### config.mk
export PLATFORM = sky130hd
export DESIGN_NAME = globe_texture_address_mapper_top
export DESIGN_NICKNAME = d
export VERILOG_FILES = /design/src/design/gtam_pkg.sv /design/src/design/gtam_row.sv /design/src/design/gtam_div.sv /design/src/design/gtam_col.sv /design/src/design/globe_texture_address_mapper_top.sv
export SDC_FILE = /design/constraint.sdc
export NUM_CORES = 2
export LEC_CHECK = 0
export BUFFER_PORTS_ARGS = -buffer_cell sky130_fd_sc_hd__buf_2
export CELL_PAD_IN_SITES_DETAIL_PLACEMENT = 0
export CELL_PAD_IN_SITES_GLOBAL_PLACEMENT = 2
export CORE_ASPECT_RATIO = 1.5
export CORE_UTILIZATION = 45
export CTS_CLUSTER_SIZE = 30
export DETAILED_ROUTE_END_ITERATION = 7
export HOLD_SLACK_MARGIN = 0.15
export PLACE_DENSITY = 0.83
export SYNTH_ARGS = -nofsm -noshare
export SYNTH_HDL_FRONTEND = slang
export SYNTH_SLANG_ARGS = --single-unit
### constraint.sdc
create_clock -name clock -period 80.3 [get_ports clock]
set_input_delay 8.03 -clock clock [delete_from_list [all_inputs] [get_ports clock]]
set_output_delay 8.03 -clock clock [all_outputs]
set_load 0.05 [all_outputs]
### src/design/gtam_pkg.sv
package gtam_pkg;

   localparam int TEX_WIDTH  = 256;
   localparam int TEX_HEIGHT = 128;
   localparam int HALF_TEX   = TEX_WIDTH / 2;

   localparam longint          Q_ONE  = 64'sd1073741824;
   localparam longint unsigned PI_Q30 = 64'd3373259426;

   localparam logic [1:0] CSR_ROTATION = 2'd0;
   localparam logic [1:0] CSR_CENTER_X = 2'd1;
   localparam logic [1:0] CSR_CENTER_Y = 2'd2;

   typedef struct packed {
      logic       in_span;
      logic       night;
      logic       neg;
      logic [6:0] tex_row;
      logic [9:0] screen_x;
      logic [9:0] screen_y;
   } side_type;

   // shift-subtract divide, elaboration only
   function automatic longint unsigned udiv64(longint unsigned num, longint unsigned den);
      longint unsigned quo;
      longint unsigned rem;
      int              b;
      quo = '0;
      rem = '0;
      for (b = 63; b >= 0; b--) begin
         rem = {rem[62:0], num[b]};
         if (rem >= den) begin
            rem    = rem - den;
            quo[b] = 1'b1;
         end
      end
      return quo;
   endfunction

   // cos(pi*m/d) in Q30, truncated series
   function automatic longint cos_frac(int unsigned m_in, int unsigned d);
      longint unsigned a;
      longint unsigned a2;
      longint unsigned term;
      longint          sum;
      logic            neg;
      int unsigned     m;
      int unsigned     n;
      m   = m_in;
      neg = 1'b0;
      if (m == 0) return Q_ONE;
      if (m >= d) return -Q_ONE;
      if (2 * m == d) return 64'sd0;
      if (3 * m == d) return Q_ONE / 2;
      if (3 * m == 2 * d) return -(Q_ONE / 2);
      if (2 * m > d) begin
         m   = d - m;
         neg = 1'b1;
      end
      a    = udiv64(PI_Q30 * 64'(m), 64'(d));
      a2   = (a * a) >> 30;
      term = 64'(Q_ONE);
      sum  = Q_ONE;
      for (n = 1; n <= 12; n++) begin
         term = udiv64((term * a2) >> 30, 64'((2 * n - 1) * (2 * n)));
         if (n[0]) sum = sum - longint'(term);
         else      sum = sum + longint'(term);
      end
      return neg ? -sum : sum;
   endfunction

endpackage

### src/design/gtam_row.sv
module gtam_row #(
   parameter int GLOBE_RADIUS = 64,
   parameter int HALF_ARC     = 512,
   parameter int NUM_W        = 18
) (
   input  logic                clock,
   input  logic                reset,
   input  logic                en,
   input  logic                in_valid,
   input  logic signed [7:0]   pixel_y,
   input  logic signed [7:0]   pixel_x,
   input  logic [9:0]          center_x,
   input  logic [9:0]          center_y,
   output logic                out_valid,
   output logic [NUM_W-1:0]    out_num,
   output logic [7:0]          out_den,
   output gtam_pkg::side_type  out_side
);
   import gtam_pkg::*;

   localparam int ROWS = 2 * GLOBE_RADIUS;
   localparam int RW   = $clog2(ROWS);
   localparam logic signed [9:0] Y_MIN = 10'(-GLOBE_RADIUS);
   localparam logic signed [9:0] Y_MAX = 10'(GLOBE_RADIUS);

   function automatic logic [ROWS*8-1:0] build_xr_tab();
      logic [ROWS*8-1:0] tab;
      longint            n;
      longint            xr;
      longint            y;
      int                i;
      tab = '0;
      for (i = 0; i < ROWS; i++) begin
         y  = longint'(i) - longint'(GLOBE_RADIUS);
         n  = longint'(GLOBE_RADIUS) * longint'(GLOBE_RADIUS) - y * y;
         xr = 0;
         while ((xr + 1) * (xr + 1) - (xr + 1) + 1 <= n) xr++;
         if (xr == 0) xr = 1;
         tab[i*8 +: 8] = 8'(xr);
      end
      return tab;
   endfunction

   function automatic logic [ROWS*7-1:0] build_line_tab();
      logic [ROWS*7-1:0] tab;
      longint            ncos [TEX_HEIGHT+1];
      longint            s;
      int                i;
      int                k;
      int                v;
      tab = '0;
      for (k = 0; k <= TEX_HEIGHT; k++) ncos[k] = -cos_frac(k, TEX_HEIGHT);
      for (i = 0; i < ROWS; i++) begin
         s = (longint'(i) - longint'(GLOBE_RADIUS)) * Q_ONE;
         v = 0;
         for (k = 1; k < TEX_HEIGHT; k++)
            if (s >= ncos[k] * longint'(GLOBE_RADIUS)) v = k;
         tab[i*7 +: 7] = 7'(v);
      end
      return tab;
   endfunction

   localparam logic [ROWS*8-1:0] XR_TAB   = build_xr_tab();
   localparam logic [ROWS*7-1:0] LINE_TAB = build_line_tab();

   logic signed [9:0] y_ext;
   logic signed [9:0] x_ext;
   logic [9:0]        row_sum;
   logic [RW-1:0]     row_idx;
   logic              row_ok;

   assign y_ext   = {{2{pixel_y[7]}}, pixel_y};
   assign x_ext   = {{2{pixel_x[7]}}, pixel_x};
   assign row_sum = $unsigned(y_ext) + 10'(GLOBE_RADIUS);
   assign row_idx = row_sum[RW-1:0];
   assign row_ok  = (y_ext >= Y_MIN) && (y_ext < Y_MAX);

   // stage A: row tables, screen coordinates
   logic              a_valid_ff;
   logic signed [7:0] a_x_ff;
   logic              a_yodd_ff;
   logic              a_row_ok_ff;
   logic [7:0]        a_xr_ff;
   logic [6:0]        a_line_ff;
   logic [9:0]        a_sx_ff;
   logic [9:0]        a_sy_ff;

   always_ff @(posedge clock) begin
      if (reset) begin
         a_valid_ff <= 1'b0;
      end else if (en) begin
         a_valid_ff <= in_valid;
      end
   end

   always_ff @(posedge clock) begin
      if (en) begin
         a_x_ff      <= pixel_x;
         a_yodd_ff   <= pixel_y[0];
         a_row_ok_ff <= row_ok;
         a_xr_ff     <= XR_TAB[row_idx*8 +: 8];
         a_line_ff   <= LINE_TAB[row_idx*7 +: 7];
         a_sx_ff     <= center_x + $unsigned(x_ext);
         a_sy_ff     <= center_y + $unsigned(y_ext);
      end
   end

   // stage B: span test, terminator bands, dividend
   logic signed [9:0] xa;
   logic signed [9:0] xr_s;
   logic [10:0]       xr7;
   logic [10:0]       xr9;
   logic [10:0]       xr10;
   logic signed [9:0] th7;
   logic signed [9:0] th8;
   logic signed [9:0] th9;
   logic signed [9:0] th10;
   logic              inside_v;
   logic              night_v;
   logic              xp;
   logic              neg_v;
   logic [7:0]        ax;
   logic [NUM_W-1:0]  num_in;
   side_type          side_in;

   assign xa   = {{2{a_x_ff[7]}}, a_x_ff};
   assign xr_s = {2'b00, a_xr_ff};
   assign xr7  = 11'(a_xr_ff) * 11'd7;
   assign xr9  = 11'(a_xr_ff) * 11'd9;
   assign xr10 = 11'(a_xr_ff) * 11'd10;
   assign th7  = {3'b000, xr7[10:4]};
   assign th8  = {3'b000, 7'(a_xr_ff[7:1])};
   assign th9  = {3'b000, xr9[10:4]};
   assign th10 = {3'b000, xr10[10:4]};
   assign xp   = a_x_ff[0];
   assign neg_v = a_x_ff[7];
   assign ax   = neg_v ? 8'(-a_x_ff) : 8'(a_x_ff);
   assign inside_v = a_row_ok_ff && (xa >= -xr_s) && (xa < xr_s);
   assign num_in = NUM_W'(ax) * NUM_W'(HALF_ARC);

   always_comb begin
      priority if (xa < th7) begin
         night_v = 1'b0;
      end else if (xa >= th10) begin
         night_v = 1'b1;
      end else if (xa < th8) begin
         night_v = !xp && !a_yodd_ff;
      end else if (xa < th9) begin
         night_v = (xp == a_yodd_ff);
      end else begin
         night_v = !(xp && a_yodd_ff);
      end
   end

   always_comb begin
      side_in.in_span  = inside_v;
      side_in.night    = inside_v && night_v;
      side_in.neg      = neg_v;
      side_in.tex_row  = inside_v ? a_line_ff : 7'd0;
      side_in.screen_x = a_sx_ff;
      side_in.screen_y = a_sy_ff;
   end

   logic             b_valid_ff;
   logic [NUM_W-1:0] b_num_ff;
   logic [7:0]       b_den_ff;
   side_type         b_side_ff;

   always_ff @(posedge clock) begin
      if (reset) begin
         b_valid_ff <= 1'b0;
      end else if (en) begin
         b_valid_ff <= a_valid_ff;
      end
   end

   always_ff @(posedge clock) begin
      if (en) begin
         b_num_ff  <= num_in;
         b_den_ff  <= a_xr_ff;
         b_side_ff <= side_in;
      end
   end

   assign out_valid = b_valid_ff;
   assign out_num   = b_num_ff;
   assign out_den   = b_den_ff;
   assign out_side  = b_side_ff;

endmodule

### src/design/gtam_div.sv
module gtam_div #(
   parameter int NUM_W = 18,
   parameter int QUO_W = 10
) (
   input  logic                clock,
   input  logic                reset,
   input  logic                en,
   input  logic                in_valid,
   input  logic [NUM_W-1:0]    in_num,
   input  logic [7:0]          in_den,
   input  gtam_pkg::side_type  in_side,
   output logic                out_valid,
   output logic [QUO_W-1:0]    out_quo,
   output gtam_pkg::side_type  out_side
);
   import gtam_pkg::*;

   // one quotient bit per stage, MSB first
   logic [NUM_W-1:0] rem_ff  [QUO_W];
   logic [QUO_W-1:0] quo_ff  [QUO_W];
   logic [7:0]       den_ff  [QUO_W];
   side_type         side_ff [QUO_W];
   logic [QUO_W-1:0] valid_ff;

   logic [NUM_W-1:0] rem_src  [QUO_W];
   logic [QUO_W-1:0] quo_src  [QUO_W];
   logic [7:0]       den_src  [QUO_W];
   side_type         side_src [QUO_W];
   logic [QUO_W-1:0] valid_src;
   logic [NUM_W-1:0] rem_in   [QUO_W];
   logic [QUO_W-1:0] quo_in   [QUO_W];

   always_comb begin
      rem_src[0]   = in_num;
      quo_src[0]   = '0;
      den_src[0]   = in_den;
      side_src[0]  = in_side;
      valid_src[0] = in_valid;
      for (int s = 1; s < QUO_W; s++) begin
         rem_src[s]   = rem_ff[s-1];
         quo_src[s]   = quo_ff[s-1];
         den_src[s]   = den_ff[s-1];
         side_src[s]  = side_ff[s-1];
         valid_src[s] = valid_ff[s-1];
      end
   end

   always_comb begin
      logic [NUM_W-1:0] trial;
      for (int s = 0; s < QUO_W; s++) begin
         trial = NUM_W'(den_src[s]) << (QUO_W - 1 - s);
         if (rem_src[s] >= trial) begin
            rem_in[s] = rem_src[s] - trial;
            quo_in[s] = quo_src[s] | (QUO_W'(1) << (QUO_W - 1 - s));
         end else begin
            rem_in[s] = rem_src[s];
            quo_in[s] = quo_src[s];
         end
      end
   end

   always_ff @(posedge clock) begin
      if (reset) begin
         valid_ff <= '0;
      end else if (en) begin
         valid_ff <= valid_src;
      end
   end

   always_ff @(posedge clock) begin
      if (en) begin
         for (int s = 0; s < QUO_W; s++) begin
            rem_ff[s]  <= rem_in[s];
            quo_ff[s]  <= quo_in[s];
            den_ff[s]  <= den_src[s];
            side_ff[s] <= side_src[s];
         end
      end
   end

   assign out_valid = valid_ff[QUO_W-1];
   assign out_quo   = quo_ff[QUO_W-1];
   assign out_side  = side_ff[QUO_W-1];

endmodule

### src/design/gtam_col.sv
module gtam_col #(
   parameter int ARC_SIZE = 1024,
   parameter int QUO_W    = 10
) (
   input  logic                clock,
   input  logic                reset,
   input  logic                en,
   input  logic                in_valid,
   input  logic [QUO_W-1:0]    in_quo,
   input  gtam_pkg::side_type  in_side,
   input  logic [7:0]          rotation,
   output logic                out_valid,
   output logic                out_inside_res,
   output logic [9:0]          out_screen_x,
   output logic [9:0]          out_screen_y,
   output logic                out_use_night,
   output logic [6:0]          out_tex_row,
   output logic [7:0]          out_tex_col
);
   import gtam_pkg::*;

   localparam int HALF  = ARC_SIZE / 2;
   localparam int IDX_W = $clog2(ARC_SIZE);

   function automatic logic [ARC_SIZE*8-1:0] build_col_tab();
      logic [ARC_SIZE*8-1:0] tab;
      longint                ncos [HALF_TEX+1];
      longint                s;
      int                    i;
      int                    k;
      int                    u;
      tab = '0;
      for (k = 0; k <= HALF_TEX; k++) ncos[k] = -cos_frac(k, HALF_TEX);
      for (i = 0; i < ARC_SIZE; i++) begin
         s = (longint'(i) - longint'(HALF)) * Q_ONE;
         u = 0;
         for (k = 1; k <= HALF_TEX; k++)
            if (s >= ncos[k] * longint'(HALF)) u = k;
         tab[i*8 +: 8] = 8'(u);
      end
      return tab;
   endfunction

   localparam logic [ARC_SIZE*8-1:0] COL_TAB = build_col_tab();

   // stage C: table index
   logic [IDX_W:0]   idx_sum;
   logic [IDX_W-1:0] idx_in;

   assign idx_sum = in_side.neg ? ((IDX_W+1)'(HALF) - (IDX_W+1)'(in_quo))
                                : ((IDX_W+1)'(HALF) + (IDX_W+1)'(in_quo));
   assign idx_in  = (idx_sum > (IDX_W+1)'(ARC_SIZE - 1)) ? IDX_W'(ARC_SIZE - 1)
                                                          : idx_sum[IDX_W-1:0];

   logic             c_valid_ff;
   logic [IDX_W-1:0] c_idx_ff;
   side_type         c_side_ff;

   // stage D: arcsine ROM, registered read
   logic             d_valid_ff;
   logic [7:0]       d_u_ff;
   side_type         d_side_ff;

   // stage E: output register
   logic             e_valid_ff;
   side_type         e_side_ff;
   logic [7:0]       e_col_ff;

   always_ff @(posedge clock) begin
      if (reset) begin
         c_valid_ff <= 1'b0;
         d_valid_ff <= 1'b0;
         e_valid_ff <= 1'b0;
      end else if (en) begin
         c_valid_ff <= in_valid;
         d_valid_ff <= c_valid_ff;
         e_valid_ff <= d_valid_ff;
      end
   end

   always_ff @(posedge clock) begin
      if (en) begin
         c_idx_ff  <= idx_in;
         c_side_ff <= in_side;
         d_u_ff    <= COL_TAB[c_idx_ff*8 +: 8];
         d_side_ff <= c_side_ff;
         e_side_ff <= d_side_ff;
         e_col_ff  <= d_side_ff.in_span ? (d_u_ff + rotation + 8'(HALF_TEX)) : 8'd0;
      end
   end

   assign out_valid      = e_valid_ff;
   assign out_inside_res = e_side_ff.in_span;
   assign out_screen_x   = e_side_ff.screen_x;
   assign out_screen_y   = e_side_ff.screen_y;
   assign out_use_night  = e_side_ff.night;
   assign out_tex_row    = e_side_ff.tex_row;
   assign out_tex_col    = e_col_ff;

endmodule

### src/design/globe_texture_address_mapper_top.sv
// Globe texture address mapper. Takes one pixel offset from the globe center per word and
// returns its screen position, whether it falls inside the row span, the day/night texture
// choice with dithered terminator bands, the texture line and the rotated texture column.
// Fully pipelined: a new word every clock unless rsp_stall holds the pipeline; most of the
// depth comes from the column-index divider, which resolves one quotient bit per stage. All
// tables are constants built at elaboration. A one-word skid register on the input keeps
// req_stall registered. Write the csr registers only while idle.
module globe_texture_address_mapper_top #(
   parameter int GLOBE_RADIUS   = 64,
   parameter int ARC_TABLE_SIZE = 1024
) (
   input  logic              clock,
   input  logic              reset,
   input  logic              req_valid,
   output logic              req_stall,
   input  logic signed [7:0] req_pixel_y,
   input  logic signed [7:0] req_pixel_x,
   output logic              rsp_valid,
   input  logic              rsp_stall,
   output logic              rsp_inside_res,
   output logic [9:0]        rsp_screen_x,
   output logic [9:0]        rsp_screen_y,
   output logic              rsp_use_night,
   output logic [6:0]        rsp_tex_row,
   output logic [7:0]        rsp_tex_col,
   input  logic              csr_write_en,
   input  logic [1:0]        csr_index,
   input  logic [9:0]        csr_data
);
   import gtam_pkg::*;

   localparam int HALF_ARC = ARC_TABLE_SIZE / 2;
   localparam int QUO_W    = $clog2(HALF_ARC + 1);
   localparam int NUM_W    = 8 + QUO_W;

   // control registers
   logic [7:0] rotation_ff;
   logic [9:0] center_x_ff;
   logic [9:0] center_y_ff;

   always_ff @(posedge clock) begin
      if (reset) begin
         rotation_ff <= 8'd0;
         center_x_ff <= 10'd160;
         center_y_ff <= 10'd120;
      end else if (csr_write_en) begin
         unique case (csr_index)
            CSR_ROTATION: rotation_ff <= csr_data[7:0];
            CSR_CENTER_X: center_x_ff <= csr_data;
            CSR_CENTER_Y: center_y_ff <= csr_data;
            default: ;
         endcase
      end
   end

   // pipeline advance and input skid
   logic              en;
   logic              accept;
   logic              skid_valid_ff;
   logic              skid_valid_in;
   logic signed [7:0] skid_y_ff;
   logic signed [7:0] skid_x_ff;
   logic              src_valid;
   logic signed [7:0] src_y;
   logic signed [7:0] src_x;

   assign en        = !rsp_valid || !rsp_stall;
   assign req_stall = skid_valid_ff;
   assign accept    = req_valid && !skid_valid_ff;
   assign src_valid = skid_valid_ff || req_valid;
   assign src_y     = skid_valid_ff ? skid_y_ff : req_pixel_y;
   assign src_x     = skid_valid_ff ? skid_x_ff : req_pixel_x;

   always_comb begin
      if (en) begin
         skid_valid_in = 1'b0;
      end else if (accept) begin
         skid_valid_in = 1'b1;
      end else begin
         skid_valid_in = skid_valid_ff;
      end
   end

   always_ff @(posedge clock) begin
      if (reset) begin
         skid_valid_ff <= 1'b0;
      end else begin
         skid_valid_ff <= skid_valid_in;
      end
   end

   always_ff @(posedge clock) begin
      if (!en && accept) begin
         skid_y_ff <= req_pixel_y;
         skid_x_ff <= req_pixel_x;
      end
   end

   logic             row_valid;
   logic [NUM_W-1:0] row_num;
   logic [7:0]       row_den;
   side_type         row_side;

   gtam_row #(
      .GLOBE_RADIUS (GLOBE_RADIUS),
      .HALF_ARC     (HALF_ARC),
      .NUM_W        (NUM_W)
   ) u_row (
      .clock     (clock),
      .reset     (reset),
      .en        (en),
      .in_valid  (src_valid),
      .pixel_y   (src_y),
      .pixel_x   (src_x),
      .center_x  (center_x_ff),
      .center_y  (center_y_ff),
      .out_valid (row_valid),
      .out_num   (row_num),
      .out_den   (row_den),
      .out_side  (row_side)
   );

   logic             div_valid;
   logic [QUO_W-1:0] div_quo;
   side_type         div_side;

   gtam_div #(
      .NUM_W (NUM_W),
      .QUO_W (QUO_W)
   ) u_div (
      .clock     (clock),
      .reset     (reset),
      .en        (en),
      .in_valid  (row_valid),
      .in_num    (row_num),
      .in_den    (row_den),
      .in_side   (row_side),
      .out_valid (div_valid),
      .out_quo   (div_quo),
      .out_side  (div_side)
   );

   gtam_col #(
      .ARC_SIZE (ARC_TABLE_SIZE),
      .QUO_W    (QUO_W)
   ) u_col (
      .clock          (clock),
      .reset          (reset),
      .en             (en),
      .in_valid       (div_valid),
      .in_quo         (div_quo),
      .in_side        (div_side),
      .rotation       (rotation_ff),
      .out_valid      (rsp_valid),
      .out_inside_res (rsp_inside_res),
      .out_screen_x   (rsp_screen_x),
      .out_screen_y   (rsp_screen_y),
      .out_use_night  (rsp_use_night),
      .out_tex_row    (rsp_tex_row),
      .out_tex_col    (rsp_tex_col)
   );

endmodule

* Word-level counts from Yosys, hierarchy flattened
Memory sizes are Yosys's and may differ from the RTL's. Cells that the tools add are included.
Storage, ports and cells: register bits 264, bits in writable memories 660, memories 4, bits of input ports 33, word-level logic and storage cells 150
Memory list:
- u_div.side_ff | depth 10, bits a word 30, rd ports 10, clocked after Yosys merged registers in 0, write ports 10, line gtam_div.sv:22 | side_type side_ff [QUO_W];
- u_div.rem_ff | depth 10, bits a word 18, rd ports 9, clocked after Yosys merged registers in 0, write ports 10, line gtam_div.sv:19 | logic [NUM_W-1:0] rem_ff [QUO_W];
- u_div.quo_ff | depth 10, bits a word 10, rd ports 10, clocked after Yosys merged registers in 0, write ports 10, line gtam_div.sv:20 | logic [QUO_W-1:0] quo_ff [QUO_W];
- u_div.den_ff | depth 10, bits a word 8, rd ports 9, clocked after Yosys merged registers in 0, write ports 10, line gtam_div.sv:21 | logic [7:0] den_ff [QUO_W];
Operators by class: reduce and logical (&&, ||, !) cells 22, magnitude comparators 19, shift-type cells 3, $add $sub $neg 19, $mul 4, equal/unequal tests 3, mux-type cells 30
Operator list (count):
- $shiftx A8192 B14 Y8 const A | 1
- $shiftx A1024 B11 Y8 const A | 1
- $shiftx A896 B11 Y7 const A | 1
- $mux W18 | 10
- $lt A8 B8 Y1 | 3
- $mux W8 | 3
- $add A10 B10 Y10 | 2
- $ge A18 B10 Y1 | 1
- $ge A18 B11 Y1 | 1
- $ge A18 B12 Y1 | 1
- $ge A18 B13 Y1 | 1
- $ge A18 B14 Y1 | 1
- $ge A18 B15 Y1 | 1
- $ge A18 B16 Y1 | 1
- $ge A18 B8 Y1 | 1
- $ge A18 B9 Y1 | 1
- $sub A17 B17 Y18 | 1
- $sub A18 B10 Y18 | 1
- $sub A18 B11 Y18 | 1
- $sub A18 B12 Y18 | 1
- $sub A18 B13 Y18 | 1
- $sub A18 B14 Y18 | 1
- $sub A18 B15 Y18 | 1
- $sub A18 B16 Y18 | 1
- 39 further kinds | 62

* Depth between registers and ports, before layout
depth in word-level cells 7, depth in mapped cells 17, depth with buffers taken out 17

* Hierarchy
From an unflattened synthesis, not the netlist that was laid out.
Second synthesis, totals: cells, all modules 2890, area total of the unflattened synthesis 39156.3 um^2
Modules (own cells, without submodules):
- gtam_div | area an instance 23487.5 um^2, sequential area each 17887.2 um^2, cells each 1440, instances 1
- gtam_row | area an instance 7428.4 um^2, sequential area each 2712.6 um^2, cells each 735, instances 1
- gtam_col | area an instance 6346.1 um^2, sequential area each 3423.3 um^2, cells each 563, instances 1
- globe_texture_address_mapper_top | area an instance 1894.3 um^2, sequential area each 1061.0 um^2, cells each 152, instances 1

* Worst setup path before layout
No wires, ideal clock.
kind input port to flip-flop, start input rsp_stall, end register skid_x_ff[0], enable pin, stages 5, data arrival time 34.558 ns, setup time 2.240 ns, setup slack 43.502 ns, path buffers 2, cells stage by stage and2_1 > clkbuf_1 > clkinv_1 > clkbuf_1 > nor3b_1
On the way: word-level cells in the longest chain between the ends 4
Ends and longest elaborated chain:
- start, declared | line globe_texture_address_mapper_top.sv:19 | input logic rsp_stall,
- $logic_not A1 Y1 | line globe_texture_address_mapper_top.sv:67 | assign en = !rsp_valid || !rsp_stall;
- $logic_or A1 B1 Y1 | line globe_texture_address_mapper_top.sv:67
- $logic_not A1 Y1 | line globe_texture_address_mapper_top.sv:93 | if (!en && accept) begin
- $logic_and A1 B1 Y1 | line globe_texture_address_mapper_top.sv:93
- end signal, assigned | line globe_texture_address_mapper_top.sv:95 | skid_x_ff <= req_pixel_x;
- end, declared | line globe_texture_address_mapper_top.sv:62 | logic signed [7:0] skid_x_ff;
No other way between the ends. A chain may end at the register's enable or synchronous reset.

==> results.cfg <==
[grt]
total_global_routing_track_utilization_pct = 18.0
grt_pass1_vias = 22077
grt_antenna_before_repair = 0
grt.overflow.total = 0
grt_first_pass_wirelength_um = 117000
grt_start_max_net_pins = 198

[logic_synthesis]
share_of_synthesized_area_occupied_by_flip_flops_and_latches_pct = 63.9
netlist_instances = 2794
synth_warnings = 0
ys_seq_elements = 796
synth_top_cell_area_share_pct = 61.5
async_flop_share_pct = 0
synth_edf_count = 752
synth.net_count = 3049
synth.largest_area_cell = edfxtp_1
synth_commonest_cells = edfxtp_1, ha_1, nor2_1
postSynthAreaPerCell_um2 = 13.1
mappedNetlistArea_um2 = 36700
synth.area.top_cells = edfxtp_1, ha_1, dfxtp_1
synthMostInstantiatedCell = edfxtp_1
most_instantiated_flip_flop_cell_in_the_synthesis_netlist = edfxtp_1
yosys.cell_types.count = 88

[drt]
wl_per_cell_um = 18.7
initialDrtViolationCount = 1535
drc_errors = 0
antenna_left = 0
route.vias.total = 21827
drt-pass1-iter-count = 5
viasPerCell = 5.51
routed_wl_um = 74200

[sta]
timing.final.hold_violations = 0
finalCritPeriodShare_pct = 15.0
setup_repair_after_global_routing_missed_its_margin = false
skew_ns = 0.0202
fmaxAchievable_mhz = 83.2
worst_pin_slew_ns = 1.18
setup_tns_ns = 0
drv_slew = 0
min_period_ns = 12.03
hold_slack_ns = 0.401
relSlewSlack_pct = 21.1
finalSetupViolations = 0
postLayoutSetupSlackWorst_ns = 68.27

[power]
pwr-share-seq_pct = 48.5
power.internal_w = 0.000866
combinationalPowerShare_pct = 21.9
share_clk_of_total_power_pct = 29.6
pd_cells_nw_per_um2 = 29.7
static-leakage-power_nw = 15.7
power_switching_share_pct = 28.3
p_switching_w = 0.000342
vdd_drop_max_mv = 0.0165
total_power_consumption_of_the_routed_design_w = 0.00121

[setup_path]
cp_data_arrival_time_ns = 12.25
critPathRequiredTime_ns = 80.52
worstSetupStartpointType = input pin
timing.setup.critical_path_class = in -> reg
worstSetupEndpointType = flop
reg2reg_setup_slack_ns = 75.45
crit_path_max_fanout = 156

[cells_and_area]
layout-area-overhead-vs-synth_pct = 10.7
post_route_cells_drive_above_1_share_pct = 9.13
finalCoreUtilization_pct = 50.5
final_nets = 3121
num_antenna_cells = 0

[placed_design]
dp_hpwl_um = 50200
routabilityCongestion = 0.894
detailedPlace.worstSlack_ns = 67.52
port_buffers = 71

[worst_hold_path]
holdCritPathClass = reg -> reg

[floorplanning]
floorplan.die_area_um2 = 82700
initial_utilization_pct = 45.7
floorplan.die.width_um = 235
chip_height_um = 352
ioPinCount = 72
core-area_um2 = 80400
core.rowCount = 127

[clock_tree]
clock-root-buffer = clkbuf_16
clk_latency_ns = 0.62
numCtsBuffers = 76
postCtsSetupRepairBufs = 0
postCtsHoldBufs = 0
post_cts.resized_instances = 0
cts.clk_slew.worst_paths_ns = 0.06
clockBufferDepth = 3
clock_sinks = 796
cts_max_level = 3
cts_tree = done

[status]
run_status = completed

[run]
cap_viol_max_count = 0
## power groups by stage
stage	combinational [W]	sequential, W	clock [W]
finish	0.000264	0.000587	0.000358
global route	0.000296	0.000594	0.000384
CTS	0.000265	0.000587	0.000369
detailed placement	0.000263	0.000596	0
global placement	0.000257	0.000593	0
floorplan	0.000195	0.000590	0
## worst max-delay path, cell delays in order
cell and delay, ns:
buf_2 0.09, and2_1 0.34, inv_8 0.79, buf_4 0.92, buf_4 0.89, buf_4 1.02
## final timing paths
path / from / to / cells after the start
min reg2reg: u_div.quo_ff[3][6] / u_div.quo_ff[4][6] / 0
max: rsp_stall / u_div.side_ff[4][24] / 6
min: u_div.quo_ff[3][6] / u_div.quo_ff[4][6] / 0
max reg2reg: u_col.out_valid / u_div.side_ff[4][24] / 5
## metal layers
metal	track usage [%]	up-vias	part of all wire (%)
met2	34.1	526	54
met5	0	-	0
met1	19.5	10550	38
met4	9.08	0	4.1
li1	-	10596	-
met3	2.43	155	3.7
## layout make-up
type / count / area, um^2
Inverter: 154 / 586
Sequential cell: 796 / 23500
Fill cell: 6862 / 39800
Clock inverter: 46 / 505
Multi-Input combinational cell: 1743 / 12300
Timing Repair Buffer: 95 / 548
Tap cell: 1032 / 1290
Clock buffer: 92 / 1990
## state kept, by name, summed over array words and instances, names as in the netlist, 8 cells and up
signal and cells:
u_div.rem_ff 117, center_x_ff 10, u_col.c_side_ff 29, u_col.out_screen_y 10, u_row.out_num 8, rotation_ff 8
u_row.out_side 30, skid_y_ff 8, u_div.valid_ff 10, skid_x_ff 8, u_col.out_tex_col 8, u_div.side_ff 300
u_col.d_side_ff 29, u_col.out_screen_x 10, u_div.den_ff 63, u_col.c_idx_ff 10, u_div.quo_ff 55, u_row.a_sx_ff 10
center_y_ff 10, u_row.a_x_ff 8, u_row.a_sy_ff 10
## cells by family (layout without fill, tap and decap cells)
kind of cell	Yosys count	count (layout)	synth area share (%)
fa+ha+maj	224	224	8.03
xor+xnor	113	113	2.73
flops	796	796	63.9
mux	81	81	2.39
simple gates	732	732	9.65
buf+inv	255	387	2.74
compound gates	593	593	10.5
## cell usage in the layout (no fill, tap or decap), types with 32 or more instances in the layout
master     Yosys  final
a21oi_1      145    145
a31oi_1       32     32
buf_2         26     71
clkbuf_16      0     77
dfxtp_1       44     44
edfxtp_1     752    752
ha_1         202    202
inv_1        148    148
mux2_2        36     36
mux2i_1       42     41
nand2_1      193    193
nand2b_1      39     39
nand3_1       42     42
nor2_1       201    201
nor2b_1       51     51
nor3_1        71     71
o211ai_1      34     34
o21ai_0      137    137
xnor2_1       68     68
xor2_1        44     44
## through the flow
step,cells,area [um^2]
2_1_floorplan,2794,36700
3_3_place_gp,3820,38100
3_5_place_dp,3820,38100
4_1_cts,3958,40600
5_1_grt,3958,40600
6_report,3958,40600
Power figures use the tool's default switching activity.
